--- config.mk ---
export PLATFORM = sky130hd
export DESIGN_NAME = sofh_stream_deframer_unit
export DESIGN_NICKNAME = d
export VERILOG_FILES = /design/src/rtl/sofhdf_pkg.sv /design/src/rtl/sofh_stream_deframer_unit.sv
export SDC_FILE = /design/constraint.sdc
export NUM_CORES = 1
export LEC_CHECK = 0
export BUFFER_PORTS_ARGS = -buffer_cell sky130_fd_sc_hd__buf_2
export CELL_PAD_IN_SITES_DETAIL_PLACEMENT = 1
export CELL_PAD_IN_SITES_GLOBAL_PLACEMENT = 1
export CORE_MARGIN = 2
export CORE_UTILIZATION = 40
export CTS_BUF_LIST = sky130_fd_sc_hd__clkbuf_4
export DETAILED_ROUTE_END_ITERATION = 8
export PLACE_DENSITY_LB_ADDON = 0.1
export SLEW_MARGIN = 20
export SYNTH_ARGS = -nofsm -noshare
export SYNTH_HDL_FRONTEND = slang
export SYNTH_SLANG_ARGS = --single-unit
--- constraint.sdc ---
create_clock -name i_clk -period 4.4 [get_ports i_clk]
set_input_delay 0.44 -clock i_clk [delete_from_list [all_inputs] [get_ports i_clk]]
set_output_delay 0.44 -clock i_clk [all_outputs]
set_load 0.1 [all_outputs]
--- src/rtl/sofhdf_pkg.sv ---
// constants and types shared by the framing header deframer
`default_nettype none

package sofhdf_pkg;

    localparam int unsigned HEADER_BYTES = 6;
    localparam int unsigned CNT_W        = 3;
    localparam int unsigned LEN_W        = 32;
    localparam int unsigned ENC_W        = 16;
    localparam int unsigned BODY_W       = 17;
    localparam int unsigned HIST_W       = 8 * (HEADER_BYTES - 1);

    localparam logic [ENC_W-1:0]  ENC_RESET = 16'hEB50;
    localparam logic [BODY_W-1:0] MAX_RESET = 17'(64 * 1024);

    // register indexes on the configuration port
    localparam logic REG_ENCODING = 1'b0;
    localparam logic REG_MAX_BODY = 1'b1;

    typedef enum logic [1:0] {
        REASON_ENCODING = 2'd0,
        REASON_SHORT    = 2'd1,
        REASON_LARGE    = 2'd2,
        REASON_LINK     = 2'd3
    } t_reason;

    typedef enum logic {
        KIND_BODY  = 1'b0,
        KIND_CLOSE = 1'b1
    } t_kind;

    typedef enum logic {
        MODE_DATA  = 1'b0,
        MODE_ERROR = 1'b1
    } t_mode;

    typedef struct packed {
        t_kind      kind;
        logic [7:0] body_byte;
        logic       body_last;
        t_reason    reason;
    } t_result;

endpackage

`default_nettype wire

--- src/rtl/sofh_stream_deframer_unit.sv ---
// output: a result is registered in the output register, or in the skid entry when a result already waits there
// throughput: one beat per cycle; a two-entry output register (result plus skid)
// keeps the input side open while one result waits, so the input stalls only when both are full
// reset: synchronous active-low; clears the phase, counters and output valids and
// sets expected encoding to 0xEB50 and the body limit to 65536 bytes
`default_nettype none

module sofh_stream_deframer_unit
    import sofhdf_pkg::*;
(
    input  wire         i_clk,
    input  wire         i_rst_n,
    // input stream
    input  wire         s_axis_tvalid,
    output logic        s_axis_tready,
    input  wire  [7:0]  s_axis_tdata,   // [7:0] rx_byte
    input  wire         s_axis_tuser,   // [0] mode
    // output stream
    output logic        m_axis_tvalid,
    input  wire         m_axis_tready,
    output logic [15:0] m_axis_tdata,   // [7:0] body_byte, [9:8] close_reason, rest zero
    output logic        m_axis_tlast,   // body_last
    output logic        m_axis_tuser,   // [0] out_kind
    // configuration
    input  wire         psel,
    input  wire         penable,
    input  wire         pwrite,
    input  wire  [2:0]  paddr,
    input  wire  [31:0] pwdata,
    output logic [31:0] prdata,
    output logic        pready
);

    typedef enum logic [1:0] {
        PH_HEADER = 2'd0,
        PH_BODY   = 2'd1,
        PH_CLOSED = 2'd2
    } t_phase;

    logic [ENC_W-1:0]  r_enc;
    logic [BODY_W-1:0] r_max;

    t_phase            r_phase,  n_phase;
    logic [CNT_W-1:0]  r_cnt,    n_cnt;
    logic [HIST_W-1:0] r_hist,   n_hist;
    logic [BODY_W-1:0] r_rem,    n_rem;

    logic              r_out_valid;
    t_result           r_out;
    logic              r_skid_valid;
    t_result           r_skid;

    logic              accept;
    logic              pop;
    logic              has_res;
    t_result           res;
    logic              cfg_wr;

    logic [LEN_W-1:0]  hdr_len;
    logic [ENC_W-1:0]  hdr_enc;
    logic [LEN_W-1:0]  hdr_body;
    logic [BODY_W-1:0] rem_dec;

    assign s_axis_tready = !r_skid_valid;
    assign accept        = s_axis_tvalid && s_axis_tready;
    assign pop           = r_out_valid && m_axis_tready;

    assign pready = 1'b1;
    assign cfg_wr = psel && penable && pwrite && pready;

    always_comb begin
        unique case (paddr[2])
            REG_ENCODING: prdata = {{(32-ENC_W){1'b0}}, r_enc};
            default:      prdata = {{(32-BODY_W){1'b0}}, r_max};
        endcase
    end

    // the sixth header byte completes the encoding field
    assign hdr_len  = r_hist[HIST_W-1 -: LEN_W];
    assign hdr_enc  = {r_hist[7:0], s_axis_tdata};
    assign hdr_body = hdr_len - LEN_W'(HEADER_BYTES);
    assign rem_dec  = (r_rem == '0) ? '0 : r_rem - BODY_W'(1);

    always_comb begin
        n_phase = r_phase;
        n_cnt   = r_cnt;
        n_hist  = r_hist;
        n_rem   = r_rem;
        has_res = 1'b0;
        res     = '{kind: KIND_CLOSE, body_byte: 8'd0, body_last: 1'b0,
                    reason: REASON_LINK};
        if (r_phase == PH_HEADER || r_phase == PH_BODY) begin
            if (s_axis_tuser == MODE_ERROR) begin
                n_phase = PH_CLOSED;
                n_cnt   = '0;
                n_rem   = '0;
                has_res = 1'b1;
            end else if (r_phase == PH_HEADER) begin
                n_hist = {r_hist[HIST_W-9:0], s_axis_tdata};
                if (r_cnt == CNT_W'(HEADER_BYTES - 1)) begin
                    n_cnt = '0;
                    if (hdr_enc != r_enc) begin
                        n_phase    = PH_CLOSED;
                        has_res    = 1'b1;
                        res.reason = REASON_ENCODING;
                    end else if (hdr_len <= LEN_W'(HEADER_BYTES)) begin
                        n_phase    = PH_CLOSED;
                        has_res    = 1'b1;
                        res.reason = REASON_SHORT;
                    end else if (hdr_body > {{(LEN_W-BODY_W){1'b0}}, r_max}) begin
                        n_phase    = PH_CLOSED;
                        has_res    = 1'b1;
                        res.reason = REASON_LARGE;
                    end else begin
                        n_phase = PH_BODY;
                        n_rem   = hdr_body[BODY_W-1:0];
                    end
                end else begin
                    n_cnt = r_cnt + CNT_W'(1);
                end
            end else begin
                n_rem   = rem_dec;
                has_res = 1'b1;
                res     = '{kind: KIND_BODY, body_byte: s_axis_tdata,
                            body_last: (rem_dec == '0), reason: REASON_ENCODING};
                if (rem_dec == '0) begin
                    n_phase = PH_HEADER;
                    n_cnt   = '0;
                end
            end
        end
    end

    always_ff @(posedge i_clk) begin
        if (!i_rst_n) begin
            r_enc   <= ENC_RESET;
            r_max   <= MAX_RESET;
            r_phase <= PH_HEADER;
            r_cnt   <= '0;
            r_rem   <= '0;
        end else begin
            if (cfg_wr) begin
                unique case (paddr[2])
                    REG_ENCODING: r_enc <= pwdata[ENC_W-1:0];
                    default:      r_max <= pwdata[BODY_W-1:0];
                endcase
            end
            if (accept) begin
                r_phase <= n_phase;
                r_cnt   <= n_cnt;
                r_rem   <= n_rem;
            end
        end
    end

    always_ff @(posedge i_clk) begin
        if (accept) begin
            r_hist <= n_hist;
        end
    end

    // output register with one skid entry behind it
    always_ff @(posedge i_clk) begin
        if (!i_rst_n) begin
            r_out_valid  <= 1'b0;
            r_skid_valid <= 1'b0;
        end else if (r_skid_valid) begin
            if (pop) begin
                r_out        <= r_skid;
                r_skid_valid <= 1'b0;
            end
        end else if (!r_out_valid || pop) begin
            r_out_valid <= accept && has_res;
            r_out       <= res;
        end else if (accept && has_res) begin
            r_skid_valid <= 1'b1;
            r_skid       <= res;
        end
    end

    assign m_axis_tvalid = r_out_valid;
    assign m_axis_tdata  = {6'd0, r_out.reason, r_out.body_byte};
    assign m_axis_tlast  = r_out.body_last;
    assign m_axis_tuser  = r_out.kind;

    a_skid_behind_out: assert property (@(posedge i_clk) disable iff (!i_rst_n)
        r_skid_valid |-> r_out_valid)
        else $error("skid entry held without a result in front");

    a_closed_sticks: assert property (@(posedge i_clk) disable iff (!i_rst_n)
        r_phase == PH_CLOSED |=> r_phase == PH_CLOSED)
        else $error("left the closed phase without reset");

    a_link_closes: assert property (@(posedge i_clk) disable iff (!i_rst_n)
        (accept && s_axis_tuser == MODE_ERROR && r_phase != PH_CLOSED)
        |=> r_phase == PH_CLOSED)
        else $error("link error did not close the connection");

    a_body_nonempty: assert property (@(posedge i_clk) disable iff (!i_rst_n)
        r_phase == PH_BODY |-> r_rem != '0)
        else $error("body phase with nothing left to deliver");

endmodule

`default_nettype wire
Yosys cells after proc, flatten, opt, wreduce, memory -nomap -nowiden:

Cells that the tools add are included.

* register bits: 121
* latch bits: 0
* memory bits (writable): 0
* bits in read-only memories: 0
* input bits: 51
* output and inout bits: 53
* word-level logic and storage cells: 97
* memories: 0

* add/subtract/negate cells: 3
* $mul: 0
* div/mod/pow operators: 0
* magnitude comparators: 2
* equal/unequal tests: 8
* shift operators: 0
* mux-type cells: 41
* bitwise operators: 4
* reduce and logical (&&, ||, !) cells: 23

Operators with widths (number)
* $mux W17: 8
* $mux W12: 5
* $logic_not A17 Y1: 2
* $gt A32 B17 Y1: 1
* $le A32 B3 Y1 const B: 1
* $sub A32 B3 Y32 const B: 1
* $mux W2: 11
* $sub A17 B1 Y17 const B: 1
* $ne A16 B16 Y1: 1
* $mux W1: 12
* $mux W3: 4
* $reduce_and A4 Y1: 3
* $mux W10: 1
* $ne A3 B3 Y1 const B: 3
* $reduce_and A2 Y1: 3
* $reduce_and A3 Y1: 2
* $reduce_and A6 Y1: 1
* $logic_and A1 B1 Y1: 5
* $not A1 Y1: 4
* $add A3 B1 Y3 const B: 1
* $eq A3 B3 Y1 const B: 1
* $ne A3 B2 Y1 const B: 1
* $reduce_bool A3 Y1: 1
* $eq A2 B1 Y1 const B: 1
* other kinds (5): 7

Longest topological paths before layout:

Gate-level depths: netlist of the first run.

* word-level depth: 13
* gate-level depth with buffers: 15
* gate-level depth less buffers: 14

Least setup slack after synthesis of the first run:

Ideal clock, no wire load.

* kind: register to register
* start point: register r_hist[9]
* end point: register r_skid[0] (netlist name) (enable)
* setup time: 380 ps
* arrival time: 3718 ps
* data required time: 4020 ps
* path slack: 302 ps
* stages on the path, launching flop included: 16
* buffers on the path: 1
* period minus slack after synthesis: 4098 ps
* cells stage by stage: edfxtp_1 -> ha_1 -> nor4_1 -> nand2_1 -> or4_1 -> xnor2_1 -> ha_1 -> nand2_1 -> nor4_1 -> a21boi_0 -> o41ai_1 -> and4_1 -> and4b_1 -> buf_6 -> a21o_1 -> nor2_1

* cells in the longest elaborated chain, start to end: 11
* elaborated cells between the ends (all ways): 12
* those cells by class: 1 x add/sub; 2 x order compare; 7 x mux; 2 x reduce/logical

RTL lines
* start, declared: RTL line sofh_stream_deframer_unit.sv:45 `logic [HIST_W-1:0] r_hist, n_hist;`
* start signal, assigned: RTL line sofh_stream_deframer_unit.sv:158 `r_hist <= n_hist;`
* $sub A32 B3 Y32: RTL line sofh_stream_deframer_unit.sv:81 `assign hdr_body = hdr_len - LEN_W'(HEADER_BYTES);`
* $gt A32 B17 Y1: RTL line sofh_stream_deframer_unit.sv:110 `end else if (hdr_body > {{(LEN_W-BODY_W){1'b0}}, r_max}) begin`
* $mux W1: RTL line sofh_stream_deframer_unit.sv:110
* $mux W1 (*): RTL line sofh_stream_deframer_unit.sv:106 `end else if (hdr_len <= LEN_W'(HEADER_BYTES)) begin`
* $mux W1 (*): RTL line sofh_stream_deframer_unit.sv:102 `if (hdr_enc != r_enc) begin`
* $mux W1 (*): RTL line sofh_stream_deframer_unit.sv:100 `if (r_cnt == CNT_W'(HEADER_BYTES - 1)) begin`
* $mux W1 (*): RTL line sofh_stream_deframer_unit.sv:98 `end else if (r_phase == PH_HEADER) begin`
* $mux W1 (*): RTL line sofh_stream_deframer_unit.sv:93 `if (s_axis_tuser == MODE_ERROR) begin`
* $mux W1 (*): RTL line sofh_stream_deframer_unit.sv:92 `if (r_phase == PH_HEADER || r_phase == PH_BODY) begin`
* $logic_and A1 B1 Y1 (*): RTL line sofh_stream_deframer_unit.sv:175 `end else if (accept && has_res) begin`
* $reduce_and A4 Y1 (no line) (*)
* end signal, assigned: RTL line sofh_stream_deframer_unit.sv:177 `r_skid <= res;`
* end, declared: RTL line sofh_stream_deframer_unit.sv:51 `t_result r_skid;`

Mark *: on every way between the ends. The rest lies on a longest branch, timed or not.
A chain may end at the register's enable or synchronous reset.

Final worst setup path of the first run:

* start point: register r_hist[10]
* end point: register r_rem[16]

* cells in the longest elaborated chain, start to end: 7
* elaborated cells between the ends (all ways): 12
* those cells by class: 1 x add/sub; 2 x order compare; 2 x eq/ne; 6 x mux; 1 x reduce/logical

RTL lines
* branches (longest 7 deep; another with $sub A32 B3 Y32)
* end signal, assigned: RTL line sofh_stream_deframer_unit.sv:151 `r_rem <= n_rem;`
* end, declared: RTL line sofh_stream_deframer_unit.sv:46 `logic [BODY_W-1:0] r_rem, n_rem;`

Several ways; the timed one is not identified. The select of a mux whose other input is x is not followed.

==> results_dict.tcl, run 1 <==
set metrics [dict create \
    cts-buffers-inserted 17 \
    synth-edff-count 64 \
    crit-reg2reg-launch "r_hist[10]" \
    finalMaxSlewViolations 0 \
    yosys_warnings 0 \
    synth-compound-area-share_pct 12.69 \
    htree_levels 4 \
    fp.coreArea_mm2 0.01641 \
    required_ps 4890 \
    cp_cell_sequence "ha_1 > nor4_1 > nand2_1 > buf_4 > nor2_1 > xor2_1 > ha_1 > buf_4 > a21oi_1 > a311oi_1 > o41ai_2 > and4_1 > and4b_1 > buf_4 > mux2_4 > o31ai_4" \
    share_seq_of_total_power_pct 45.9 \
    rsz0062_at_grt "false" \
    period_share_pct 93.30 \
    gp_congestion 0.8570 \
    drive_gt1_share_pct 24.15 \
    die-width_um 132.7 \
    cts-root-buf "clkbuf_4" \
    p_sw_share_pct 37.00 \
    synth-adder-area-share_pct 3.588 \
    avgSynthCellArea_um2 9.560 \
    cp-start-kind "flop" \
    synth_largest_area_cell "edfxtp_1" \
    highest_layer "met4" \
    synthTopCellsByArea "edfxtp_1 29%, dfxtp_1 17%, nand2_1 5.7%" \
    ant_nets 0 \
    wl_met2_um 9567 \
    post-route-drc-count 0 \
    crit_path_top_delay_cell "o41ai_2" \
    synth_top_area_share_pct 29.01 \
    clkSlewWorstSetupHoldPaths_ps 130 \
    grt_usage_pct 22.40 \
    areaGrowthSynthToFinish_pct 15.52 \
    num_rows 47 \
    cts_tree "built" \
    finalHoldViolCount 0 \
    via_per_inst 5.390 \
    yosysUniqueCellTypes 68 \
    peakVddDrop_mv 0.1760 \
    syn_inst 693 \
    nets 852 \
    clock-sinks 121 \
    r2r_end "r_rem[16]" \
    io_pins 104 \
    synth_xor_area_share_pct 4.627 \
    start_util_pct 40.38 \
    endpoint "r_rem[16]" \
    hold_class "input pin to flop" \
    post-route-min-period_ps 4105 \
    vias 5476 \
    critPathMostFrequentCell "buf_4" \
    worst_setup_path_end_kind "flop" \
    synth-simple-area-share_pct 20.68 \
    final_util_pct 46.65 \
    io_buffers 64 \
    overflow 0 \
    synth.area.mux_share_pct 5.703 \
    grt_pass1_vias 5781 \
    grt_max_degree 41 \
    r2r_setup_slack_ps 290 \
    wire_per_inst_um 18.90 \
    cap_violations 0 \
    leakage_nw 2.883 \
    netlist_area_mm2 0.006625 \
    cp_max_fo 6 \
    die_h_um 132.7 \
    drtIter0Drc 232 \
    async_flop_share_pct 0 \
    criticalPathCategory "flop to flop" \
    die_area_mm2 0.01761 \
    firstDrtPassIters 4 \
    tightest_slew_ps 858.5 \
    grt_pass1_wl_um 30680 \
    power_frac_clock_pct 31.1 \
    clock-skew-final_ps 19.61 \
    r2r_cells 16 \
    antenna_found_initial 1 \
    max_freq_mhz 243.6 \
    fin_area_mm2 0.007654 \
    drt-met1-wl_um 8497 \
    slowest_delay_ps 480 \
    placed_area_mm2 0.007291 \
    ys_seq_area_share_pct 46.23 \
    fillers 1895 \
    pwr_density_cell_mw_per_mm2 368.9 \
    hold_buffers 0 \
    clk_latency_ps 570 \
    ys.flop_type "edfxtp_1" \
    p_switching_mw 1.045 \
    synth_top_family_by_area "simple AND/OR/NAND/NOR gates" \
    max-clock-path-buffers 2 \
    wl_met3_um 645 \
    p_int_mw 1.779 \
    cp.arrival_ps 4600 \
    dp_hpwl_um 14500 \
    relSlewSlack_pct 42.60 \
    power_frac_comb_pct 23.0 \
    ys_seq_elements 121 \
    final-setup-viol-count 0 \
    min-delay-start "s_axis_tdata[0]" \
    outcome "completed" \
    drt-total-wl_um 19200 \
    crit_path_start "r_hist[10]" \
]
-- power by group through the flow --
stage          sequential, mW  clock (mW)  combinational (mW)
6_report                 1.30       0.878               0.651
5_1_grt                  1.30       0.943               0.700
4_1_cts                  1.29       0.900               0.651
3_5_place_dp             1.32           0               0.647
3_3_place_gp             1.32           0               0.633
2_1_floorplan            1.36           0               0.444
-- cells in the mapped netlist (all sizes together) (19+ instances only) --
cell type and n:
nand2 100, nand3 30, edfxtp 64, buf 27, o21ai 23, xnor2 24
a21oi 57, nor2 36, ha 19, dfxtp 57, clkbuf 26, mux2 27
inv 31
-- cell type report --
class / instances / area, µm² / share of cell area (%)
antenna: 1 / 2.502 / 0.03270
clock buffer: 17 / 127.6 / 1.667
clock inverter: 15 / 178.9 / 2.338
inverter: 31 / 116.4 / 1.520
multi-input combinational: 508 / 3252 / 42.49
sequential: 121 / 3063 / 40.02
tap: 220 / 275.3 / 3.597
timing repair buffer: 103 / 638.1 / 8.337
-- metal layers --
layer,up-vias,track usage (%)
met5,-,0
met4,0,9.857
met3,33,4.598
met2,110,38.05
met1,2684,27.56
li1,2649,-
-- sequential cells by signal (all words and copies together), names as in the netlist, 2 cells and up --
name and flops:
r_hist 40, r_max 17, r_rem 17, r_enc 16
r_skid 12, m_axis_tdata 10, r_cnt 3, r_phase 2
-- logic make-up (layout without fill, tap and decap cells) --
kind of cell / count (synthesis) / after routing
XOR/XNOR: 35 / 35
buffers and inverters: 84 / 166
adder cells (fa/ha/maj): 19 / 19
AO/OA/AOI/OAI: 127 / 127
other: 2 / 23
flip-flops: 121 / 121
multiplexers: 34 / 34
AND/OR/NAND/NOR: 271 / 271
-- cells in the final DEF, fill, tap and decap left out, types with 8 or more instances in the layout --
cell	synthesis	routed
edfxtp_1	64	64
nand4_1	10	10
a21oi_1	57	56
nand2_1	100	100
or4_1	11	11
mux2_2	26	26
dfxtp_1	57	57
nor4_1	15	15
xnor2_1	24	24
nand3_1	30	30
inv_1	30	30
xor2_1	11	10
o31ai_1	8	8
or3_1	9	9
nor3_1	15	15
clkbuf_4	0	17
and3_1	12	12
o21ai_0	22	22
ha_1	19	19
conb_1	2	22
nor2_1	36	33
buf_4	22	37
buf_2	1	64
-- worst min path at each step --
stage	end	slack, ps	cells after the start
6_report	r_hist[0]	90	1
5_1_grt	r_hist[0]	40	1
4_1_cts	r_hist[0]	40	1
3_5_place_dp	r_hist[39]	440	0
3_3_place_gp	r_hist[39]	450	0
2_1_floorplan	r_hist[39]	420	0
-- through the flow --
stage	setup WS [ps]	TNS [ps]	cells	power, mW	hold slack (ps)
after floorplan	301.5	0	713	1.807	416.9
after global placement	-50.01	-590.4	981	1.950	445.2
after detailed placement	-253.0	-3027	981	1.967	444.5
after CTS	29.87	0	1013	2.846	40.28
after global routing	6.578	0	1016	2.946	36.09
final	294.9	0	1016	2.824	92.17
-- critical path, delay by kind of cell (launching register included) --
kind | cells | cell delay (ps)
flip-flops | 1 | 420
buffers and inverters | 3 | 470
multiplexers | 1 | 320
XOR/XNOR | 1 | 300
AND/OR/NAND/NOR | 5 | 1050
AO/OA/AOI/OAI | 4 | 950
adder cells (fa/ha/maj) | 2 | 530
-- repair_timing --
action | in CTS | in global routing
setup buffers | 0 | 2
cloned | 0 | 0
resized for setup | 1 | 3
pin swaps | 0 | 1
endpoints found under the setup margin | 12 | 23
(Power assumes the default switching activity.)
==> run 2, diff against run 1 <==
- ABC_AREA: not set -> 1
- TNS_END_PERCENT: not set -> 50
==> results_dict.tcl, run 2 <==
set metrics [dict create \
    finalHoldViolCount 0 \
    via_per_inst 5.026 \
    relSlewSlack_pct 26.58 \
    syn_inst 998 \
    critPathBufInv 2 \
    synth-adder-area-share_pct 3.256 \
    die_h_um 139.1 \
    synthTopCellsByCount "238 x nand2_1, 152 x nor2_1, 119 x inv_1, 65 x nand3_1, 64 x edfxtp_1" \
    wire_per_inst_um 16.67 \
    yosysUniqueCellTypes 35 \
    synth.area.mux_share_pct 0 \
    criticalPathCategory "flop to flop" \
    max_freq_mhz 259.1 \
    largest_reg_flops 40 \
    netlist_area_mm2 0.007302 \
    avgSynthCellArea_um2 7.317 \
    htree_levels 4 \
    stdcell_count 1301 \
    critPathMostFrequentCell "nand2_1" \
    grt_pass1_wl_um 35340 \
    reg_top3 "r_hist: 40 flops, r_max: 17 flops, r_rem: 17 flops" \
    tightest_slew_ps 1095 \
    overflow 0 \
    fp.coreArea_mm2 0.01796 \
    dpl.cell_count 1268 \
    hold_class "input pin to flop" \
    cts-buffers-inserted 17 \
    num_rows 49 \
    hold_buffers 0 \
    antenna_found_initial 1 \
    synth_top_area_share_pct 26.32 \
    firstDrtPassIters 5 \
    synth_top_family_by_area "simple AND/OR/NAND/NOR gates" \
    yosys_warnings 0 \
    cp_cell_sequence "ha_1 > inv_1 > nand2_2 > nor2_2 > nand2_1 > xnor2_1 > ha_1 > nand4_1 > nor3_1 > nand2_1 > nand2_1 > nand2_1 > a21o_1 > nand4_1 > nand4_1 > inv_1" \
    final-setup-viol-count 0 \
    synth-simple-area-share_pct 31.36 \
    period_share_pct 87.73 \
    yosysMostFrequentCell "nand2_1" \
    start_util_pct 40.65 \
    clock-sinks 121 \
    post-route-min-period_ps 3860 \
    cts_resized 0 \
    grt_max_degree 55 \
    rsz0062_at_grt "false" \
    synthTopCellsByArea "edfxtp_1 26%, dfxtp_1 16%, nand2_1 12%" \
    outcome "completed" \
    layout_commonest_cell "nand2_1" \
    cts_tree "built" \
    dp_hpwl_um 16710 \
    nets 1128 \
    areaGrowthSynthToFinish_pct 10.23 \
    top_register "r_hist" \
    pwr_density_cell_mw_per_mm2 387.6 \
    grt_usage_pct 23.28 \
    drtIter0Drc 271 \
    vias 6539 \
    synth-edff-count 64 \
    drt-total-wl_um 21690 \
    ys_seq_elements 121 \
    ant_nets 0 \
    max-clock-path-buffers 2 \
    cts-root-buf "clkbuf_4" \
    peakVddDrop_mv 0.1882 \
    cap_violations 0 \
    fillers 2329 \
    r2r_setup_slack_ps 540 \
    synth_xor_area_share_pct 3.718 \
    multi_input_area_mm2 0.003575 \
    final_cell_mix "238 x nand2_1, 150 x nor2_1, 119 x inv_1" \
    ys.flop_type "edfxtp_1" \
    cp.arrival_ps 4050 \
    cp_max_fo 12 \
    required_ps 4590 \
    clk_latency_ps 550 \
    whs_path_depth 1 \
    crit_cells 16 \
    synth-compound-area-share_pct 9.287 \
    post-route-drc-count 0 \
    leakage_nw 3.544 \
    finalMaxSlewViolations 0 \
    clkSlewWorstSetupHoldPaths_ps 110 \
    async_flop_share_pct 0 \
    die-width_um 139.1 \
    crit_family "simple AND/OR/NAND/NOR gates" \
    gp_congestion 0.8497 \
    slowest_delay_ps 500 \
    crit_path_top_delay_cell "edfxtp_1" \
    ys_seq_area_share_pct 41.95 \
    cp-start-kind "flop" \
    io_buffers 64 \
    regArea_mm2 0.003063 \
    drive_gt1_share_pct 12.79 \
    synth_largest_area_cell "edfxtp_1" \
    clock-skew-final_ps 32.34 \
    die_area_mm2 0.01935 \
    io_pins 104 \
    worst_setup_path_end_kind "flop" \
    grt_pass1_vias 6599 \
    post-cts-setup-buffers 0 \
    setup_tns_ps 0 \
    r2r_cells 16 \
]
run 2: changes by cell type in the layout (fill, tap and decap cells not counted), moves of 11 or more:
cell,before,now
nor2_1,33,150
nor4_1,15,2
nand3_1,30,65
and3_1,12,0
nor2_2,1,13
or4_1,11,0
buf_4,37,7
nand4_1,10,22
o21ai_0,22,47
mux2_2,26,0
inv_1,30,119
nand2_1,100,238
run 2: cells by family (layout without fill, tap and decap cells):
group | count (synthesis) | after routing
buffers and inverters | 171 | 224
other | 2 | 23
adders and majority gates | 19 | 19
xor gates and xnor gates | 31 | 31
DFF | 121 | 121
and+or+nand+nor | 524 | 524
AOI/OAI and AO/OA | 130 | 130
run 2: worst paths after layout:
check,start,to
hold reg to reg,r_max[13],r_max[13]
setup reg to reg,r_hist[9],r_skid[10]
setup / recovery,r_hist[9],r_skid[10]
hold / removal,s_axis_tdata[7],r_hist[7]
run 2: per-layer routing:
layer | part of all wire [%] | vias up | track usage [%]
met4 | 1.8 | 0 | 7.337
met5 | 0 | - | 0
met3 | 3.9 | 20 | 3.142
met2 | 48 | 145 | 38.84
li1 | - | 3309 | -
met1 | 46 | 3065 | 31.49
run 2: cell type report:
type | count | area share (%)
Multi-Input combinational cell | 726 | 44.41
Inverter | 121 | 5.643
Antenna cell | 1 | 0.03109
Clock inverter | 13 | 1.896
Tap cell | 229 | 3.560
Timing Repair Buffer | 71 | 4.632
Sequential cell | 121 | 38.05
Clock buffer | 19 | 1.772
run 2: stage by stage:
stage / area (µm²) / hold slack [ps] / power, mW / setup WS (ps) / utilization, %
5_1_grt: 8049 / 67.44 / 3.300 / 181.1 / 44.81
2_1_floorplan: 7377 / 442.2 / 2.086 / 1136 / -
3_5_place_dp: 7751 / 463.4 / 2.291 / 498.4 / 43.15
4_1_cts: 8046 / 59.08 / 3.147 / 484.1 / 44.79
3_3_place_gp: 7751 / 452.1 / 2.277 / 594.2 / 43.15
6_report: 8049 / 104.2 / 3.120 / 540.1 / 44.81
run 2: power breakdown:
part           internal, mW  switching [mW]
Clock                 0.403           0.455
Combinational         0.235           0.696
Sequential             1.27          0.0672
Total                  1.90            1.22
==> run 3, diff against run 2 <==
- ABC_AREA: 1 -> not set
- RECOVER_POWER: not set -> 25
==> results_dict.tcl, run 3 (synthesis gave the netlist of run 1 again) <==
set metrics [dict create \
    outcome "completed" \
    tightest_slew_ps 1172 \
    cap_violations 0 \
    slowest_delay_ps 470 \
    die-width_um 132.7 \
    die_h_um 132.7 \
    antenna_found_initial 1 \
    cp-start-kind "flop" \
    io_pins 104 \
    leakage_nw 2.825 \
    via_per_inst 5.376 \
    vias 5462 \
    clk_latency_ps 560 \
    layout_commonest_cell "nand2_1" \
    post-route-min-period_ps 4093 \
    setup_tns_ps 0 \
    criticalPathCategory "flop to flop" \
    cts-buffers-inserted 17 \
    dp_hpwl_um 14500 \
    num_rows 47 \
    grt_max_degree 41 \
    ant_nets 0 \
    drtIter0Drc 225 \
    cp_max_fo 6 \
    drive_gt1_share_pct 21.89 \
    firstDrtPassIters 4 \
    cts-root-buf "clkbuf_4" \
    start_util_pct 40.38 \
    cp_cell_sequence "ha_1 > nor4_1 > nand2_1 > buf_4 > nor2_1 > xor2_1 > ha_1 > buf_4 > a21oi_1 > a311oi_1 > o41ai_2 > and4_1 > and4b_1 > buf_4 > mux2_4 > o31ai_4" \
    post-route-drc-count 0 \
    cp.arrival_ps 4580 \
    overflow 0 \
    stdcell_count 1016 \
    critPathBufInv 3 \
    clkSlewWorstSetupHoldPaths_ps 130 \
    dpl.cell_count 981 \
    htree_levels 4 \
    grt_pass1_vias 5781 \
    relSlewSlack_pct 21.88 \
    gp_congestion 0.8570 \
    r2r_end "r_rem[16]" \
    peakVddDrop_mv 0.1759 \
    crit_path_top_delay_cell "o41ai_2" \
    wire_per_inst_um 18.84 \
    reg_top3 "r_hist: 40 flops, r_max: 17 flops, r_rem: 17 flops" \
    cts_tree "built" \
    finalMaxSlewViolations 0 \
    fp.coreArea_mm2 0.01641 \
    final_cell_mix "100 x nand2_1, 64 x edfxtp_1, 57 x dfxtp_1" \
    grt_usage_pct 22.40 \
    top_register "r_hist" \
    areaGrowthSynthToFinish_pct 14.84 \
    finalHoldViolCount 0 \
    holdPathEnd "r_enc[4]" \
    critPathMostFrequentCell "buf_4" \
    hold_class "input pin to flop" \
    fillers 1902 \
    worst_setup_path_end_kind "flop" \
    r2r_cells 16 \
    period_share_pct 93.02 \
    rsz0062_at_grt "false" \
    largest_reg_flops 40 \
    final-setup-viol-count 0 \
    required_ps 4890 \
    max-clock-path-buffers 2 \
    clock-skew-final_ps 17.53 \
    crit_family "simple AND/OR/NAND/NOR gates" \
    die_area_mm2 0.01761 \
    r2r_setup_slack_ps 310 \
    clock-sinks 121 \
    whs_path_depth 3 \
    grt_pass1_wl_um 30680 \
    pwr_density_cell_mw_per_mm2 369.7 \
    hold_buffers 0 \
    drt-total-wl_um 19140 \
    nets 852 \
    io_buffers 64 \
    max_freq_mhz 244.3 \
    min-delay-start "pwdata[4]" \
    crit-reg2reg-launch "r_hist[10]" \
]
-- run 3: final cells by class --
class	instances	area (µm²)	share of cell area (%)
inverter	31	116.4	1.529
antenna	1	2.502	0.03289
clock buffer	17	127.6	1.677
sequential	121	3063	40.26
timing repair buffer	103	593.1	7.795
clock inverter	15	178.9	2.352
tap	220	275.3	3.618
multi-input combinational	508	3252	42.74
-- run 3: worst max-delay path by stage --
stage / slack (ps) / from / cells after the start / endpoint
6_report: 310 / r_hist[10] / 16 / r_rem[16]
5_1_grt: 8 / r_hist[9] / 16 / r_rem[16]
4_1_cts: 30 / r_hist[10] / 14 / r_skid[10]
3_5_place_dp: -250 / r_hist[10] / 14 / r_skid[7]
3_3_place_gp: -50 / r_hist[15] / 13 / r_skid[7]
2_1_floorplan: 300 / r_hist[9] / 15 / r_skid[0]
-- run 3: repair_timing --
item | CTS | global route
resized for setup | 1 | 3
setup buffers | 0 | 2
setup endpoints to repair | 12 | 23
pin swaps | 0 | 1
-- run 3: tightest hold or removal path: cells and delay by family --
family,cells,cell delay (ps)
buffers and inverters,1,90
AND/OR/NAND/NOR,2,100
-- run 3: per-stage QoR --
step | hold WS (ps) | setup WS, ps | util [%] | area (µm²) | power, mW
after floorplan | 416.9 | 301.5 | - | 6700 | 1.807
after global placement | 445.2 | -50.01 | 44.42 | 7288 | 1.950
after detailed placement | 444.5 | -253.0 | 44.44 | 7291 | 1.967
after CTS | 40.28 | 29.87 | 46.32 | 7600 | 2.846
after global routing | 67.22 | 7.605 | 46.37 | 7609 | 2.940
final | 100.2 | 306.9 | 46.37 | 7609 | 2.813
-- run 3: metal layers --
metal / vias to the layer above / share of wire, % / GRT usage [%]
met5: - / 0 / 0
met4: 0 / 2.5 / 9.857
met3: 30 / 3.5 / 4.598
met2: 116 / 50 / 38.05
met1: 2666 / 44 / 27.56
li1: 2650 / - / -
-- run 3: where the power goes --
group / total [mW] / switching [mW] / internal, mW
Sequential: 1.29 / 0.0513 / 1.24
Combinational: 0.646 / 0.475 / 0.170
Clock: 0.872 / 0.511 / 0.361
